--- config.mk ---
export PLATFORM = sky130hd
export DESIGN_NAME = opmt_cell
export DESIGN_NICKNAME = d
export VERILOG_FILES = /design/src/hw/rtl/opmt_pkg.sv /design/src/hw/rtl/opmt_cell.sv
export SDC_FILE = /design/constraint.sdc
export NUM_CORES = 1
export LEC_CHECK = 0
export BUFFER_PORTS_ARGS = -buffer_cell sky130_fd_sc_hd__buf_2
export CORE_ASPECT_RATIO = 1.75
export CORE_MARGIN = 1
export CORE_UTILIZATION = 35
export CTS_CLUSTER_SIZE = 28
export DETAILED_ROUTE_END_ITERATION = 8
export HOLD_SLACK_MARGIN = 0.15
export SLEW_MARGIN = 20
export SYNTH_ARGS = -nofsm -noshare
export SYNTH_HDL_FRONTEND = slang
export SYNTH_SLANG_ARGS = --single-unit
--- constraint.sdc ---
create_clock -name clock -period 5 [get_ports clock]
set_input_delay 0.25 -clock clock [delete_from_list [all_inputs] [get_ports clock]]
set_output_delay 0.25 -clock clock [all_outputs]
set_load 0.02 [all_outputs]
--- src/hw/rtl/opmt_pkg.sv ---
// opmt_pkg: sizes, action and status codes, cell command and candidate types
// for the ordered prefix match table; used by every module under hw/rtl
// no dependencies
package opmt_pkg;

   localparam int TABLE_DEPTH = 64;
   localparam int ENTRY_WIDTH = 32;
   localparam int LEN_W       = 6;
   localparam int IDX_W       = $clog2(TABLE_DEPTH);
   localparam int CNT_W       = $clog2(TABLE_DEPTH + 1);
   localparam int GROUP_SIZE  = 8;

   // number of candidates left after a given number of tree levels
   function automatic int tree_width(int level);
      int n;
      n = TABLE_DEPTH;
      for (int l = 0; l < level; l++) begin
         n = (n + GROUP_SIZE - 1) / GROUP_SIZE;
      end
      return n;
   endfunction

   function automatic int tree_depth();
      int n;
      int d;
      n = TABLE_DEPTH;
      d = 0;
      while (n > 1) begin
         n = (n + GROUP_SIZE - 1) / GROUP_SIZE;
         d++;
      end
      return d;
   endfunction

   localparam int TREE_LEVELS = tree_depth();
   localparam int STEP_W      = $clog2(TREE_LEVELS + 1);

   localparam logic [2:0] ACT_SEARCH       = 3'd0;
   localparam logic [2:0] ACT_EXACT        = 3'd1;
   localparam logic [2:0] ACT_INSERT       = 3'd2;
   localparam logic [2:0] ACT_INSERT_SHIFT = 3'd3;
   localparam logic [2:0] ACT_REMOVE       = 3'd4;
   localparam logic [2:0] ACT_REMOVE_SHIFT = 3'd5;
   localparam logic [2:0] ACT_READ         = 3'd6;

   localparam logic [1:0] ST_OK    = 2'd0;
   localparam logic [1:0] ST_FULL  = 2'd1;
   localparam logic [1:0] ST_WIDE  = 2'd2;
   localparam logic [1:0] ST_RANGE = 2'd3;

   typedef enum logic [3:0] {
      CMD_IDLE,
      CMD_SEARCH,
      CMD_EXACT,
      CMD_READ,
      CMD_WRITE,
      CMD_SHIFT_IN,
      CMD_APPEND,
      CMD_CLEAR,
      CMD_SHIFT_OUT
   } cmd_kind_type;

   typedef struct packed {
      logic [ENTRY_WIDTH-1:0] bits;
      logic [LEN_W-1:0]       len;
      logic                   valid;
   } slot_type;

   typedef struct packed {
      logic                   hit;
      logic [IDX_W-1:0]       index;
      logic [ENTRY_WIDTH-1:0] bits;
      logic [LEN_W-1:0]       len;
   } cand_type;

   // broadcast to every cell
   typedef struct packed {
      logic                   go;
      cmd_kind_type           kind;
      logic [IDX_W-1:0]       pos;
      logic [CNT_W-1:0]       count;
      logic [ENTRY_WIDTH-1:0] key;
      logic [LEN_W-1:0]       klen;
   } cmd_type;

   typedef struct packed {
      logic             is_read;
      logic [1:0]       status;
      logic [CNT_W-1:0] count;
   } result_ctl_type;

   // leading len bits set, saturating at the full width
   function automatic logic [ENTRY_WIDTH-1:0] lead_mask(logic [LEN_W-1:0] len);
      return ~({ENTRY_WIDTH{1'b1}} >> len);
   endfunction

endpackage

--- src/hw/rtl/opmt_cell.sv ---
// opmt_cell: one slot of the table; compares against the broadcast key and
// takes its next contents from the command or from a neighbour
// depends on opmt_pkg
module opmt_cell import opmt_pkg::*; (
   input  logic             clock,
   input  cmd_type          cmd,
   input  logic [IDX_W-1:0] cell_index,
   input  slot_type         left_slot,
   input  slot_type         right_slot,
   output slot_type         slot,
   output cand_type         cand
);

   slot_type slot_ff, slot_in;
   cand_type cand_ff, cand_in;

   logic [CNT_W-1:0] idx_c;
   logic [CNT_W-1:0] pos_c;
   logic             occupied;
   logic             key_hit;
   slot_type         new_slot;
   slot_type         pad_slot;

   always_comb begin
      idx_c    = CNT_W'(cell_index);
      pos_c    = CNT_W'(cmd.pos);
      occupied = idx_c < cmd.count;
      key_hit  = (cmd.key & lead_mask(slot_ff.len)) == slot_ff.bits;

      new_slot.bits  = cmd.key & lead_mask(cmd.klen);
      new_slot.len   = cmd.klen;
      new_slot.valid = 1'b1;
      pad_slot       = '0;

      slot_in     = slot_ff;
      cand_in.hit = 1'b0;
      case (cmd.kind)
         CMD_SEARCH: begin
            cand_in.hit = occupied && slot_ff.valid && (slot_ff.len <= cmd.klen) && key_hit;
         end
         CMD_EXACT: begin
            cand_in.hit = occupied && slot_ff.valid && (slot_ff.len == cmd.klen) && key_hit;
         end
         CMD_READ: begin
            cand_in.hit = slot_ff.valid && (idx_c == pos_c);
         end
         CMD_WRITE: begin
            if (idx_c == pos_c) slot_in = new_slot;
         end
         CMD_SHIFT_IN: begin
            if (idx_c == pos_c) slot_in = new_slot;
            else if (idx_c > pos_c) slot_in = left_slot;
         end
         CMD_APPEND: begin
            if (idx_c == pos_c) slot_in = new_slot;
            else if (idx_c >= cmd.count && idx_c < pos_c) slot_in = pad_slot;
         end
         CMD_CLEAR: begin
            if (idx_c == pos_c) slot_in.valid = 1'b0;
         end
         CMD_SHIFT_OUT: begin
            if (idx_c >= pos_c) slot_in = right_slot;
         end
         default: ;
      endcase
      cand_in.index = cell_index;
      cand_in.bits  = slot_ff.bits;
      cand_in.len   = slot_ff.len;
   end

   always_ff @(posedge clock) begin
      if (cmd.go) begin
         slot_ff <= slot_in;
         cand_ff <= cand_in;
      end
   end

   assign slot = slot_ff;
   assign cand = cand_ff;

endmodule

---- After elaboration in Yosys (flattened, before gate mapping) ----
Cells that the tools add are included.
storage, ports and cells
  bits in registers ....................... 84
  latch bits .............................. 0
  RAM bits ................................ 0
  bits in read-only memories .............. 0
  bits of input ports ..................... 141
  output and inout bits ................... 84
  logic and storage cells ................. 56
  memories kept ........................... 0
operators by class
  $add $sub $neg .......................... 0
  multiply operators ...................... 0
  divide/modulo/power cells ............... 0
  magnitude comparators ................... 6
  equality and inequality tests ........... 16
  shift-type cells ........................ 2
  muxes and demuxes ....................... 10
  bitwise logic cells ..................... 4
  reductions and logical operators ........ 11
operators with widths
  cell                                                count
  2-to-1 mux 39 bit                                   6
  case mux 38 bit (4 select lines)                    1
  bitwise AND 32 bit                                  2
  NOT 32 bit                                          2
  right shift 32 x 6 -> 32 bit, first input constant  2
  == test 32 bit                                      1
  == test 4 x 3 -> 1 bit, second input constant       4
  == test 6 bit                                       2
  == test 4 x 2 -> 1 bit, second input constant       2
  >= comparator 6 x 7 -> 1 bit                        1
  logical AND 1 bit                                   7
  less-than comparator 6 x 7 -> 1 bit                 1
  AND reduction 7 bit                                 1
  >= comparator 6 bit                                 1
  greater-than comparator 6 bit                       1
  <= comparator 6 bit                                 1
  less-than comparator 6 bit                          1
  inequality test 2 bit, second input constant        3
  inequality test 3 bit, second input constant        2
  AND reduction 6 bit                                 1
  case mux 1 bit (5 select lines)                     1
  nonzero test 5 bit                                  1
  == test 4 x 1 -> 1 bit, second input constant       1
  == test 4 bit, second input constant                1
  3 further kinds                                     3

---- Longest topological paths before layout ----
  depth after elaboration ................. 6
  mapped depth ............................ 9
  gate-level depth less buffers ........... 9

---- Worst setup path before layout ----
No wires, ideal clock.
  path type ............................... input -> register
  start ................................... in cmd[48] (netlist name)
  end ..................................... reg slot_ff, in the netlist slot[10], enable pin
  library setup time ...................... 0.398 ns
  arrival ................................. 2.585 ns
  data required time ...................... 4.602 ns
  slack ................................... 2.017 ns
  stages on the path ...................... 8
  buffers on the path ..................... 0
  path through ............................ inv_1 > ha_1 > a21o_1 > a21o_1 > a221oi_1 > o21ai_0 > a31oi_1 > o21a_1
between the ends
  cells in the longest elaborated chain, start to end .. 4
  elaborated cells between the ends (all ways) .. 10
  those cells by class .................... 3 x order compare; 5 x eq/ne; 2 x reduce/logical
ends and longest elaborated chain
  what                                    line             RTL
  start, declared                         opmt_cell.sv:6   input cmd_type cmd,
  less-than comparator 6 bit              opmt_cell.sv:56  else if (idx_c >= cmd.count && idx_c < pos_c) slot_in = pad_slot;
  logical AND 1 bit                       opmt_cell.sv:56
  inequality test 3 bit (no source line)  --
  AND reduction 6 bit (no source line) *  --
  end signal, assigned                    opmt_cell.sv:73  slot_ff <= slot_in;
  end, declared                           opmt_cell.sv:14  slot_type slot_ff, slot_in;
Every way passes the cells marked *; elsewhere a longest branch is shown, timed or not.
A chain may end at the register's enable or synchronous reset.

---- Worst setup path after layout ----
  start ................................... in cell_index[3]
  end ..................................... reg slot_ff, in the netlist slot[13], enable pin
between the ends
  cells in the longest elaborated chain, start to end .. 4
  elaborated cells between the ends (all ways) .. 11
  those cells by class .................... 4 x order compare; 5 x eq/ne; 2 x reduce/logical
ends and longest elaborated chain
  what                                                                               line             RTL
  start, declared                                                                    opmt_cell.sv:7   input logic [IDX_W-1:0] cell_index,
  >= comparator 6 x 7 -> 1 bit / less-than comparator 6 bit (equally long branches)  opmt_cell.sv:56
  logical AND 1 bit                                                                  opmt_cell.sv:56
  inequality test 3 bit (no source line)                                             --
  AND reduction 6 bit (no source line) *                                             --
Marks and branches as above.

==> impl_metrics.json <==
{
  "crit_buf_inv": 2,
  "criticalPathCategory": "in -> reg",
  "clk_latency_ns": 0.34,
  "antenna_left": 0,
  "ctsResizeCount": 0,
  "drc": 0,
  "die_h_um": 165,
  "num_rows": 59,
  "htreeDepth": 3,
  "ys_seq_area_share_pct": 47.4,
  "ys_async_sr_fraction_pct": 0,
  "cp_max_fo": 38,
  "setup_violations": 0,
  "fin_cells": 909,
  "fin_nets": 880,
  "peakVddDrop_v": 0.000141,
  "tns_ns": 0,
  "rr_startpoint": "slot[3]",
  "synth.top_cells.by_count": "84 x edfxtp_1, 61 x o21ai_0, 38 x buf_4",
  "pin_count": 225,
  "via_count": 5006,
  "cpLargestDelayFamily": "compound AO/OA/AOI/OAI gates",
  "track_usage_pct": 24.8,
  "yosys.area.top_type_share_pct": 47.4,
  "cts_root_buf": "clkbuf_16",
  "multi_input_area_mm2": 0.00227,
  "min_to": "slot[27]",
  "synth_warnings": 0,
  "maxSlewHeadroom_pct": 32.1,
  "synthFlopType": "edfxtp_1",
  "place.gp.congestion": 0.908,
  "rrSetupSlack_ns": 2.23,
  "crit_path_start_kind": "input port",
  "fill_cells": 1494,
  "via_per_inst": 5.51,
  "cp_common_cell": "a21o_1",
  "postSynthAreaPerCell_um2": 9.90,
  "tightest_slew_ns": 1.02,
  "synth-seq-cells": 84,
  "synth_nets": 696,
  "dieWidth_um": 95.2,
  "synthToLayoutAreaGrowth_pct": 26.1,
  "reg2reg_depth": 7,
  "min_from": "right_slot[27]",
  "max_stage_delay_ns": 0.84,
  "post-dp-hpwl_um": 15100,
  "powerDensity_mw_per_mm2": 282,
  "critical_path.slowest_cell": "o21a_2",
  "yosys.area.top_type": "edfxtp_1",
  "r2r_end": "cand[44]",
  "cts_hold_buf": 6,
  "cts_made_buffers": 9,
  "synth.distinct_cells": 59,
  "clock_path_buffers": 2,
  "crit_arrival_ns": 3.46,
  "avgRoutedWirePerCell_um": 21.5,
  "hold_slack_ns": 0.183,
  "leakagePower_uw": 0.00283,
  "fmax_ghz": 0.285,
  "start_util_pct": 35.8,
  "grt_pass1_vias": 4988,
  "netlist_area_mm2": 0.00532,
  "routed_wl_um": 19500,
  "finClkSkew_ns": 0.0113,
  "grt_setup_unrepaired": "false",
  "dp_cells": 887,
  "endpoint_kind": "flop",
  "cts_tree": "done",
  "grt_max_degree": 47,
  "synth.most_common_cell": "edfxtp_1",
  "timing.final.crit_share_pct": 70.1,
  "cts.sinks": 84,
  "fin_crit_ns": 3.50,
  "synth_edf_count": 84,
  "postCtsSetupRepairBufs": 0,
  "netlist_instances": 537,
  "clk_pin_slew_ns": 0.07,
  "outcome": "finished clean",
  "antenna_found_initial": 1,
  "final-seq-area_mm2": 0.00252,
  "fp.coreArea_mm2": 0.0148,
  "maxCapViolations": 0,
  "grt_remaining_overflow": 0,
  "first_iter_violations": 349,
  "drive_gt1_share_pct": 35.6,
  "portBuffers": 224,
  "path_cells": "dlygate4sd3_1 -> buf_2 -> ha_1 -> a21o_1 -> a21o_1 -> a221oi_1 -> o21ai_0 -> a31oi_1 -> o21a_2",
  "crit_required_ns": 4.95,
  "slew_violations": 0,
  "hold_viol_final": 0,
  "die-area_mm2": 0.0157,
  "dr.pass1.iters": 6,
  "synthTopCellsByArea": "edfxtp_1 47%, o21ai_0 5.7%, buf_4 5.4%",
  "grt_first_pass_wirelength_um": 28200,
  "holdPathStages": 3,
  "min_path_type": "in -> reg"
}
-- registers in the layout, indices dropped and copies added (netlist names) --
name	cells
slot	39
cand	45
-- cell usage in the layout (no fill, tap or decap), types with 10 or more instances in the layout --
cell type,instances
a21o_1,10
inv_1,33
nor2_1,23
a21oi_1,23
a22oi_1,32
o21ai_0,61
nand2_1,35
edfxtp_1,84
buf_2,224
ha_1,18
xor2_1,11
nand3_1,17
-- area by class of cell --
class,instances,area share [%]
Antenna cell,1,0.0373
Clock buffer,10,3.41
Clock inverter,5,1.16
Inverter,37,2.07
Multi-Input combinational cell,352,33.9
Sequential cell,84,37.6
Tap cell,183,3.41
Timing Repair Buffer,237,18.4
-- worst max path at each step --
stage / startpoint / slack, ns / end / cells after the start
final: cell_index[3] / 1.50 / slot[13] / 9
after global routing: cell_index[3] / 1.28 / slot[30] / 9
after CTS: cell_index[3] / 1.56 / slot[30] / 9
after detailed placement: cell_index[3] / 1.75 / slot[23] / 8
after global placement: cmd[48] / 1.90 / slot[7] / 9
after floorplan: cmd[48] / 2.02 / slot[10] / 8
-- report_power, final --
group / leakage [µW] / internal (µW) / switching (µW)
clock network: 0.000148 / 433 / 274
logic: 0.00192 / 130 / 210
registers: 0.000762 / 818 / 26.8
-- metrics by stage --
| stage | total power, µW | utilization, % | worst slack, ns | cell area [µm²] |
|---|---|---|---|---|
| floorplan | 1040 | - | 2.02 | 5320 |
| global placement | 1190 | 42.7 | 1.90 | 6340 |
| detailed placement | 1190 | 42.7 | 1.75 | 6340 |
| CTS | 1900 | 45.2 | 1.56 | 6710 |
| global route | 1960 | 45.2 | 1.28 | 6710 |
| finish | 1890 | 45.2 | 1.50 | 6710 |
-- cell families (layout without fill, tap and decap cells) --
kind of cell             after synthesis  in the layout  share of synthesized area, %
AO/OA/AOI/OAI                        179            179                          22.1
XOR/XNOR                              17             17                          2.80
adder cells (fa/ha/maj)               18             18                          4.23
buffers and inverters                101            289                          10.1
flip-flops                            84             84                          47.4
multiplexers                           1              1                         0.188
other                                  0              1                             0
AND/OR/NAND/NOR                      137            137                          13.2
-- worst min-delay path: stages --
cell and delay, ns:
buf_2 0.07, nand2_1 0.03, o21ai_0 0.06
-- metal layers --
metal / GRT usage [%] / routed length [µm]
met4: 12.5 / 760
met2: 44.1 / 10400
met3: 2.98 / 1040
met5: 0 / 0
met1: 28.7 / 7320
Power figures use the tool's default switching activity.
