### src/hw/rtl/opmt_pkg.sv
// opmt_pkg: sizes, action and status codes, cell command and candidate types
// for the ordered prefix match table; used by every module under hw/rtl
// no dependencies
package opmt_pkg;

   localparam int TABLE_DEPTH = 64;
   localparam int ENTRY_WIDTH = 32;
   localparam int LEN_W       = 6;
   localparam int IDX_W       = $clog2(TABLE_DEPTH);
   localparam int CNT_W       = $clog2(TABLE_DEPTH + 1);
   localparam int GROUP_SIZE  = 8;

   // number of candidates left after a given number of tree levels
   function automatic int tree_width(int level);
      int n;
      n = TABLE_DEPTH;
      for (int l = 0; l < level; l++) begin
         n = (n + GROUP_SIZE - 1) / GROUP_SIZE;
      end
      return n;
   endfunction

   function automatic int tree_depth();
      int n;
      int d;
      n = TABLE_DEPTH;
      d = 0;
      while (n > 1) begin
         n = (n + GROUP_SIZE - 1) / GROUP_SIZE;
         d++;
      end
      return d;
   endfunction

   localparam int TREE_LEVELS = tree_depth();
   localparam int STEP_W      = $clog2(TREE_LEVELS + 1);

   localparam logic [2:0] ACT_SEARCH       = 3'd0;
   localparam logic [2:0] ACT_EXACT        = 3'd1;
   localparam logic [2:0] ACT_INSERT       = 3'd2;
   localparam logic [2:0] ACT_INSERT_SHIFT = 3'd3;
   localparam logic [2:0] ACT_REMOVE       = 3'd4;
   localparam logic [2:0] ACT_REMOVE_SHIFT = 3'd5;
   localparam logic [2:0] ACT_READ         = 3'd6;

   localparam logic [1:0] ST_OK    = 2'd0;
   localparam logic [1:0] ST_FULL  = 2'd1;
   localparam logic [1:0] ST_WIDE  = 2'd2;
   localparam logic [1:0] ST_RANGE = 2'd3;

   typedef enum logic [3:0] {
      CMD_IDLE,
      CMD_SEARCH,
      CMD_EXACT,
      CMD_READ,
      CMD_WRITE,
      CMD_SHIFT_IN,
      CMD_APPEND,
      CMD_CLEAR,
      CMD_SHIFT_OUT
   } cmd_kind_type;

   typedef struct packed {
      logic [ENTRY_WIDTH-1:0] bits;
      logic [LEN_W-1:0]       len;
      logic                   valid;
   } slot_type;

   typedef struct packed {
      logic                   hit;
      logic [IDX_W-1:0]       index;
      logic [ENTRY_WIDTH-1:0] bits;
      logic [LEN_W-1:0]       len;
   } cand_type;

   // broadcast to every cell
   typedef struct packed {
      logic                   go;
      cmd_kind_type           kind;
      logic [IDX_W-1:0]       pos;
      logic [CNT_W-1:0]       count;
      logic [ENTRY_WIDTH-1:0] key;
      logic [LEN_W-1:0]       klen;
   } cmd_type;

   typedef struct packed {
      logic             is_read;
      logic [1:0]       status;
      logic [CNT_W-1:0] count;
   } result_ctl_type;

   // leading len bits set, saturating at the full width
   function automatic logic [ENTRY_WIDTH-1:0] lead_mask(logic [LEN_W-1:0] len);
      return ~({ENTRY_WIDTH{1'b1}} >> len);
   endfunction

endpackage

### src/hw/rtl/opmt_pick.sv
// opmt_pick: picks the lowest-placed hit out of one group of candidates,
// one node of the priority tree
// depends on opmt_pkg
module opmt_pick import opmt_pkg::*; (
   input  cand_type cand [GROUP_SIZE],
   output cand_type best
);

   always_comb begin
      best = '0;
      for (int k = GROUP_SIZE - 1; k >= 0; k--) begin
         if (cand[k].hit) best = cand[k];
      end
   end

endmodule

### config.mk
export PLATFORM = sky130hd
export DESIGN_NAME = opmt_pick
export DESIGN_NICKNAME = d
export VERILOG_FILES = /design/src/hw/rtl/opmt_pkg.sv /design/src/hw/rtl/opmt_pick.sv
export SDC_FILE = /design/constraint.sdc
export NUM_CORES = 1
export LEC_CHECK = 0
export ABC_AREA = 1
export ABC_CLOCK_PERIOD_IN_PS = 1700
export BUFFER_PORTS_ARGS = -buffer_cell sky130_fd_sc_hd__buf_2
export CORE_AREA = 2 2 157 159
export DETAILED_ROUTE_END_ITERATION = 8
export DIE_AREA = 0 0 159 161
export PLACE_DENSITY_LB_ADDON = 0.15
export SYNTH_ARGS = -nofsm -noshare
export SYNTH_HDL_FRONTEND = slang
export SYNTH_SLANG_ARGS = --single-unit
### constraint.sdc
create_clock -name vclk -period 1.7
set_clock_uncertainty 0.2 [all_clocks]
set_input_delay 0.255 -clock vclk [all_inputs]
set_output_delay 0.255 -clock vclk [all_outputs]
set_load 0.02 [all_outputs]
# Yosys cells after proc, flatten, opt, wreduce, memory -nomap -nowiden
# Cells that the tools add are included.
[word_totals]
regBits = 0
input_bits = 360
output_inout_bits = 45
word_cells = 8
[op_classes]
n_mux = 8
[op_table]
columns = ["op", "count"]
rows = [
  ["$mux 45", 8],
]

# Depth between registers and ports, before layout
# Gate-level depths: netlist (run 1).
[logic_depth]
depth_word = 8
ltp_mapped = 11

# Worst setup path after synthesis (run 1)
# Ideal clock, no wire load.
[synth_timing]
path_kind = "input to output"
start = "in cand[224] in the netlist's numbering"
end = "out best[15] in the netlist's numbering"
arrival_ns = 1.133
path_slack_ns = 0.112
cell_stages = 11
path_cell_list = "buf_6 > inv_6 > nand2_8 > buf_6 > nor2_2 > nand2_1 > nand2_1 > nand2_1 > nand2_1 > nand2_1 > nand2_1"
[synth_rtl]
columns = ["item", "line", "rtl"]
rows = [
  ["start, declared", "opmt_pick.sv:5", "input cand_type cand [GROUP_SIZE],"],
  ["end, declared", "opmt_pick.sv:6", "output cand_type best"],
]

==> results of run 1 <==
-- layer usage --
layer	up-vias	part of all wire [%]	global-route usage [%]
met5	-	0.047	0
met4	2	1.3	2.77
met3	24	6.8	3.57
met2	301	54	40.9
met1	3041	38	22.4
li1	3507	-	-
-- metrics by stage --
step | instance area (sq um) | setup slack, ns
2_1_floorplan | 3790 | 0.112
3_3_place_gp | 6420 | -0.221
3_5_place_dp | 6420 | -0.225
4_1_cts | 7520 | -0.0964
5_1_grt | 7720 | -0.193
6_report | 7720 | -0.0995
-- kinds of logic after synthesis --
kind of cell / after synthesis / synth area share [%]
AO/OA/AOI/OAI: 88 / 11.6
buffers and inverters: 70 / 10.3
AND/OR/NAND/NOR: 709 / 78.1
-- final cells by class --
class / instances / area [sq um]
Inverter: 6 / 82.6
Multi-Input combinational cell: 799 / 3720
Tap cell: 324 / 405
Timing Repair Buffer: 471 / 3500
Fill cell: 2838 / 16200
Antenna cell: 3 / 7.51
-- timing repair --
action	4_1_cts	5_1_grt
gates cloned	15	3
resized for setup	196	45
endpoints found under the setup margin	44	44
pin swaps	38	7
buffers inserted	9	0
-- cell usage after synthesis (all sizes together) --
cell / number / area, sq um
nand3: 44 / 220
clkbuf: 16 / 60.1
nor3: 1 / 5.00
nand2: 441 / 1670
nand4: 1 / 6.26
nor2: 178 / 782
or2: 44 / 275
inv: 6 / 32.5
a21oi: 88 / 440
buf: 48 / 299
-- power groups by stage --
stage / logic, mW / clock network [mW] / registers (mW)
after CTS: 2.13 / 0 / 0
after floorplan: 0.898 / 0 / 0
final: 2.17 / 0.000000237 / 0
after global placement: 1.71 / 0 / 0
after global routing: 2.38 / 0.000000236 / 0
after detailed placement: 1.71 / 0 / 0
-- worst max-delay path by stage --
stage | end | cells past startpoint
6_report | best[13] | 13
5_1_grt | best[7] | 13
3_3_place_gp | best[14] | 12
3_5_place_dp | best[14] | 12
2_1_floorplan | best[15] | 11
4_1_cts | best[2] | 13
==> results.sh, run 1 <==
export IMPL_status="finished with violations"
export IMPL_violations="setup timing"
export IMPL_whs_path_depth=4
export IMPL_cp_startpoint="cand[89]"
export IMPL_initial_utilization_pct=15.8
export IMPL_overflow=0
export IMPL_grt_max_degree=44
export IMPL_syn_area_sq_mm=0.00379
export IMPL_drive_gt1_share_pct=49.9
export IMPL_drv_cap=0
export IMPL_final_common_cell="nand2_1"
export IMPL_final_max_slew_viol_count=0
export IMPL_die_h_microns=161
export IMPL_relSlewSlack_pct=85.0
export IMPL_grt_use_total_pct=20.3
export IMPL_io_pins=405
export IMPL_path_class="input port to output pin"
export IMPL_finish_net_count=1638
export IMPL_design_seq_count=0
export IMPL_hold_buffers=0
export IMPL_final_util_pct=32.2
export IMPL_wire_per_inst_microns=17.2
export IMPL_drt_iter0_drc=360
export IMPL_via_count=6875
export IMPL_vias_per_cell=4.29
export IMPL_finalSetupTns_ns=-2.57
export IMPL_finalWorstSetupSlack_ns=-0.0995
export IMPL_seq_power_share_pct=0
export IMPL_io_buffers=405
export IMPL_ys_seq_area_share_pct=0
export IMPL_path_common_cell="nand2_1"
export IMPL_path_delay_family="buffers and inverters"
export IMPL_nClkBuffers=0
export IMPL_dp_cells=1574
export IMPL_hold_viol=0
export IMPL_path_buf_inv=5
export IMPL_antenna_found_initial=6
export IMPL_swShare_pct=50.5
export IMPL_finalCritPeriodShare_pct=106
export IMPL_fin_crit_ns=1.80
export IMPL_route_detailed_drc=0
export IMPL_endpoint_kind="output pin"
export IMPL_die_area_sq_mm=0.0256
export IMPL_worst_pin_slew_ns=0.226
export IMPL_die_w_microns=159
export IMPL_fmax_ghz=0.556
export IMPL_synthCells=867
export IMPL_layout_common_cells="nand2_1, buf_2, nor2_1"
export IMPL_clock_power_share_pct=0
export IMPL_rsz0062_at_grt="yes"
export IMPL_yosysWarnings=0
export IMPL_dpl_hpwl_mm=20.0
export IMPL_power_mw=2.17
export IMPL_hold_end="best[2]"
export IMPL_place_congestion=0.870
export IMPL_grt_pass1_vias=7148
export IMPL_worstPathMaxFanout=6
export IMPL_detail_route_antenna_nets=0
export IMPL_coreArea_sq_mm=0.0240
export IMPL_hold_class="input port to output pin"
export IMPL_cpMaxStageDelayCell="buf_4"
export IMPL_first_pass_iters=4
export IMPL_setup_viol=44
export IMPL_p_sw_mw=1.10
export IMPL_combPwrFrac_pct=100.0
export IMPL_power_density_mw_per_mm2=281
export IMPL_area_growth_pct=103
export IMPL_min_from="cand[317]"
export IMPL_syn_area_per_cell_sq_um=4.37
export IMPL_instances_no_fill=1603
export IMPL_crit_chain="buf_12 -> inv_16 -> buf_4 -> buf_4 -> nand3_2 -> nand2_2 -> nand2_2 -> nand2_2 -> nand2_1 -> nand2_1 -> nand2_1 -> nand2_1 -> buf_6"
export IMPL_grt_pass1_wl_mm=40.4
export IMPL_startpoint_type="input port"
export IMPL_drt_wl_total_mm=27.6
export IMPL_intPower_mw=1.07
export IMPL_cp_arrival_ns=1.34
export IMPL_peakVddDrop_uv=104
export IMPL_whs_ns=0.604
export IMPL_seq_area_sq_um=0
export IMPL_num_rows=57
export IMPL_power_leakage_nw=4.18
export IMPL_ys_types=20
export IMPL_cp_required_ns=1.24
export IMPL_slowest_delay_ns=0.13
export IMPL_synth_nets=1227
Power figures use the tool's default switching activity.
==> inputs of run 2 (changes only) <==
--- a/config.mk
+++ b/config.mk
@@ -6,12 +6,13 @@
 export NUM_CORES = 1
 export LEC_CHECK = 0
 export ABC_AREA = 1
-export ABC_CLOCK_PERIOD_IN_PS = 1700
+export ABC_CLOCK_PERIOD_IN_PS = 1500
 export BUFFER_PORTS_ARGS = -buffer_cell sky130_fd_sc_hd__buf_2
-export CORE_AREA = 2 2 157 159
+export CORE_AREA = 2 2 156 158
 export DETAILED_ROUTE_END_ITERATION = 8
-export DIE_AREA = 0 0 159 161
+export DIE_AREA = 0 0 158 160
 export PLACE_DENSITY_LB_ADDON = 0.15
+export SKIP_LAST_GASP = 1
 export SYNTH_ARGS = -nofsm -noshare
 export SYNTH_HDL_FRONTEND = slang
 export SYNTH_SLANG_ARGS = --single-unit
==> constraint.sdc (replaced) <==
create_clock -name vclk -period 1.5
set_clock_uncertainty 0.2 [all_clocks]
set_input_delay 0.225 -clock vclk [all_inputs]
set_output_delay 0.225 -clock vclk [all_outputs]
set_load 0.02 [all_outputs]
==> results.sh, run 2 (synthesized netlist as in run 1, its figures left out) <==
export IMPL_wire_per_inst_microns=17.1
export IMPL_num_rows=57
export IMPL_grt_pass1_vias=6975
export IMPL_violations="setup timing"
export IMPL_dpl_hpwl_mm=19.4
export IMPL_seq_power_share_pct=0
export IMPL_final_max_slew_viol_count=0
export IMPL_first_pass_iters=5
export IMPL_fmax_ghz=0.565
export IMPL_die_area_sq_mm=0.0253
export IMPL_route_detailed_drc=0
export IMPL_seq_area_sq_um=0
export IMPL_fin_crit_ns=1.77
export IMPL_detail_route_antenna_nets=0
export IMPL_grt_pass1_wl_mm=38.7
export IMPL_grt_use_total_pct=19.9
export IMPL_antenna_found_initial=4
export IMPL_finalSetupTns_ns=-9.06
export IMPL_p_sw_mw=1.30
export IMPL_worstPathMaxFanout=8
export IMPL_cp_required_ns=1.07
export IMPL_layout_common_cells="nand2_1, buf_2, nor2_1"
export IMPL_nClkBuffers=0
export IMPL_vias_per_cell=4.31
export IMPL_place_congestion=0.818
export IMPL_min_from="cand[358]"
export IMPL_drive_gt1_share_pct=54.0
export IMPL_area_growth_pct=115
export IMPL_design_seq_count=0
export IMPL_io_buffers=405
export IMPL_crit_end="best[1]"
export IMPL_initial_utilization_pct=15.9
export IMPL_fillCellCount=2811
export IMPL_drt_wl_total_mm=27.7
export IMPL_status="finished with violations"
export IMPL_path_class="input port to output pin"
export IMPL_worst_pin_slew_ns=0.229
export IMPL_finalCritPeriodShare_pct=118
export IMPL_drv_cap=0
export IMPL_finish_net_count=1659
export IMPL_grt_max_degree=34
export IMPL_hold_class="input port to output pin"
export IMPL_relSlewSlack_pct=84.7
export IMPL_die_h_microns=160
export IMPL_power_density_mw_per_mm2=319
export IMPL_via_count=6994
export IMPL_drt_iter0_drc=326
export IMPL_setup_viol=45
export IMPL_power_leakage_nw=4.34
export IMPL_final_util_pct=34.2
export IMPL_intPower_mw=1.30
export IMPL_io_pins=405
export IMPL_final_common_cell="nand2_1"
export IMPL_rsz0062_at_grt="yes"
export IMPL_die_w_microns=158
export IMPL_overflow=0
export IMPL_peakVddDrop_uv=133
export IMPL_coreArea_sq_mm=0.0238
export IMPL_swShare_pct=49.8
export IMPL_cp_arrival_ns=1.34
export IMPL_combPwrFrac_pct=100.0
export IMPL_cp_startpoint="cand[224]"
export IMPL_finalWorstSetupSlack_ns=-0.269
export IMPL_startpoint_type="input port"
export IMPL_hold_viol=0
export IMPL_clock_power_share_pct=0
export IMPL_whs_ns=0.537
export IMPL_endpoint_kind="output pin"
==> run 2: cell types whose count changed in the layout (fill, tap and decap cells not counted), sizes merged <==
cell	before	now
nor2	179	178
inv	5	7
clkbuf	2	4
buf	469	487
clkinv	1	0
bufbuf	0	1
==> run 2: per-stage QoR <==
step                cell area (sq um)  setup WS [ns]  total power [mW]  std cells
CTS                              7840         -0.274              2.49       1620
floorplan                        3890        0.00877              1.06        867
global route                     8140         -0.332              2.84       1622
finish                           8140         -0.269              2.60       1624
detailed placement               6600         -0.430              1.99       1586
global placement                 6600         -0.436              1.99       1586
==> run 2: power by group through the flow <==
stage                        Clock, mW  Combinational, mW  Sequential [mW]
after floorplan                      0               1.06                0
after global placement               0               1.99                0
after detailed placement             0               1.99                0
after CTS                            0               2.49                0
after global routing      0.0000000891               2.84                0
final                      0.000000268               2.60                0
==> run 2: per-layer routing <==
| metal | GRT usage (%) | wire length (microns) | vias to the layer above |
|---|---|---|---|
| li1 | - | - | 3561 |
| met1 | 22.5 | 10700 | 3124 |
| met2 | 39.1 | 14400 | 287 |
| met3 | 3.53 | 2160 | 20 |
| met4 | 2.78 | 341 | 2 |
| met5 | 0 | 13 | - |
==> run 2: timing repair <==
item,CTS,global route
buffers inserted,15,0
setup endpoints to repair,45,45
hold buffers,0,0
gates cloned,20,4
resized for setup,177,87
pin swaps,49,38
==> run 2: how the worst min path moves through the flow <==
| stage | cells after the start | endpoint |
|---|---|---|
| 2_1_floorplan | 2 | best[43] |
| 3_3_place_gp | 4 | best[2] |
| 3_5_place_dp | 4 | best[2] |
| 4_1_cts | 4 | best[43] |
| 5_1_grt | 4 | best[41] |
| 6_report | 4 | best[43] |
==> run 2: worst max-delay path, cell delays in order <==
cell and delay, ns:
buf_12 0.13, inv_8 0.07, nand2_8 0.12, buf_12 0.18, nor2_4 0.09, nand2_1 0.06
nand2_1 0.07, nand2_2 0.07, nand2_2 0.06, nand2_2 0.06, nand2_2 0.09, buf_6 0.12
==> run 2: cell type report <==
cell class	instances	area (sq um)	share of cell area, %
antenna	3	7.51	0.0922
inverter	6	82.6	1.01
multi-input combinational	798	3860	47.4
tap	324	405	4.98
timing repair buffer	492	3770	46.3
timing repair inverter	1	11.3	0.138
==> inputs of run 3 (changes only) <==
--- a/config.mk
+++ b/config.mk
@@ -6,7 +6,7 @@
 export NUM_CORES = 1
 export LEC_CHECK = 0
 export ABC_AREA = 1
-export ABC_CLOCK_PERIOD_IN_PS = 1500
+export ABC_CLOCK_PERIOD_IN_PS = 1600
 export BUFFER_PORTS_ARGS = -buffer_cell sky130_fd_sc_hd__buf_2
 export CORE_AREA = 2 2 156 158
 export DETAILED_ROUTE_END_ITERATION = 8
==> constraint.sdc (replaced) <==
create_clock -name vclk -period 1.6
set_clock_uncertainty 0.2 [all_clocks]
set_input_delay 0.24 -clock vclk [all_inputs]
set_output_delay 0.24 -clock vclk [all_outputs]
set_load 0.02 [all_outputs]
==> results.sh, run 3 (synthesized netlist as in run 1, its figures left out) <==
export IMPL_status="finished with violations"
export IMPL_violations="setup timing"
export IMPL_cp_arrival_ns=1.36
export IMPL_min_from="cand[318]"
export IMPL_antenna_found_initial=3
export IMPL_final_max_slew_viol_count=0
export IMPL_relSlewSlack_pct=83.8
export IMPL_setup_viol=44
export IMPL_drt_iter0_drc=282
export IMPL_drive_gt1_share_pct=52.8
export IMPL_fillCellCount=2758
export IMPL_fin_crit_ns=1.80
export IMPL_power_mw=2.44
export IMPL_die_h_microns=160
export IMPL_multi_input_area_sq_mm=0.00387
export IMPL_dpl_hpwl_mm=19.3
export IMPL_grt_use_total_pct=19.5
export IMPL_detail_route_antenna_nets=0
export IMPL_grt_pass1_vias=6678
export IMPL_fmax_ghz=0.555
export IMPL_die_w_microns=158
export IMPL_via_count=6915
export IMPL_finalCritPeriodShare_pct=113
export IMPL_die_area_sq_mm=0.0253
export IMPL_wire_per_inst_microns=16.5
export IMPL_overflow=0
export IMPL_grt_max_degree=31
export IMPL_area_growth_pct=117
export IMPL_startpoint_type="input port"
export IMPL_final_common_cell="nand2_1"
export IMPL_drv_cap=0
export IMPL_drt_wl_total_mm=26.9
export IMPL_initial_utilization_pct=15.9
export IMPL_power_leakage_nw=4.40
export IMPL_power_density_mw_per_mm2=297
export IMPL_finish_net_count=1661
export IMPL_whs_path_depth=4
export IMPL_first_pass_iters=5
export IMPL_pre_cts_slack_ns=-0.318
export IMPL_hold_viol=0
export IMPL_finalWorstSetupSlack_ns=-0.201
export IMPL_path_class="input port to output pin"
export IMPL_place_congestion=0.819
export IMPL_endpoint_kind="output pin"
export IMPL_cp_startpoint="cand[224]"
export IMPL_route_detailed_drc=0
export IMPL_worst_pin_slew_ns=0.241
export IMPL_peakVddDrop_uv=102
export IMPL_nClkBuffers=0
export IMPL_io_pins=405
export IMPL_worstPathMaxFanout=8
export IMPL_coreArea_sq_mm=0.0238
export IMPL_layout_common_cells="nand2_1, buf_2, nor2_1"
export IMPL_hold_buffers=0
export IMPL_hold_class="input port to output pin"
export IMPL_grt_pass1_wl_mm=37.7
export IMPL_num_rows=57
export IMPL_vias_per_cell=4.26
export IMPL_seq_area_sq_um=0
export IMPL_cp_required_ns=1.16
export IMPL_design_seq_count=0
export IMPL_rsz0062_at_grt="yes"
export IMPL_hold_end="best[3]"
export IMPL_io_buffers=405
==> run 3: cell count changes in the layout (fill, tap and decap cells not counted), moves of 7 or more <==
cell,delta
nand3_2,+7
nand2_1,+22
nand2_2,-22
nor2_1,+17
nor2_4,-8
buf_6,-9
nand3_1,-7
a21oi_2,+9
a21oi_1,-15
nor2_2,-9
==> run 3: how the worst max path moves through the flow <==
stage                     to  slack, ns  depth (start not counted)
floorplan           best[15]       0.04                         11
global placement    best[12]      -0.31                         10
detailed placement  best[12]      -0.32                         10
CTS                 best[12]      -0.21                         12
global route        best[26]      -0.28                         12
finish              best[12]      -0.20                         12
==> run 3: power breakdown <==
group,internal [mW],switching (mW)
logic,1.24,1.21
clock network,0.0000000836,0
registers,0,0
total,1.24,1.21
==> run 3: cell type report <==
type / instances / share of cell area [%]
inverter: 6 / 1.08
timing repair inverter: 1 / 0.0760
antenna: 1 / 0.0304
timing repair buffer: 494 / 46.9
tap: 324 / 4.93
multi-input combinational: 798 / 47.0
==> run 3: critical path, cell delays in order <==
cell     delay, ns
buf_12        0.13
inv_8         0.07
nand2_8       0.12
buf_6         0.17
nor2_2        0.11
nand2_1       0.07
nand2_1       0.08
nand2_2       0.07
nand2_1       0.06
nand2_1       0.05
nand2_1       0.08
buf_6         0.12
==> run 3: layer usage <==
metal	GRT usage, %	part of all wire, %	vias up
li1	-	-	3561
met1	21.8	38	3036
met2	38.6	52	290
met3	3.28	7.8	24
met4	2.70	1.6	4
met5	0	0.10	-
==> run 3: what timing repair did <==
action	in CTS	in global routing
resized for setup	176	95
gates cloned	18	3
setup endpoints to repair	45	45
pin swaps	48	48
buffers inserted	12	2
==> run 3: stage by stage <==
stage	setup TNS, ns	utilization, %	area, sq um	instances	hold WS (ns)
final	-6.86	34.5	8230	1624	0.568
after global placement	-11.62	27.9	6640	1589	0.591
after CTS	-7.36	32.8	7820	1619	0.571
after detailed placement	-11.56	27.9	6640	1589	0.593
after global routing	-10.40	34.5	8220	1623	0.596
after floorplan	0	-	3790	867	0.446
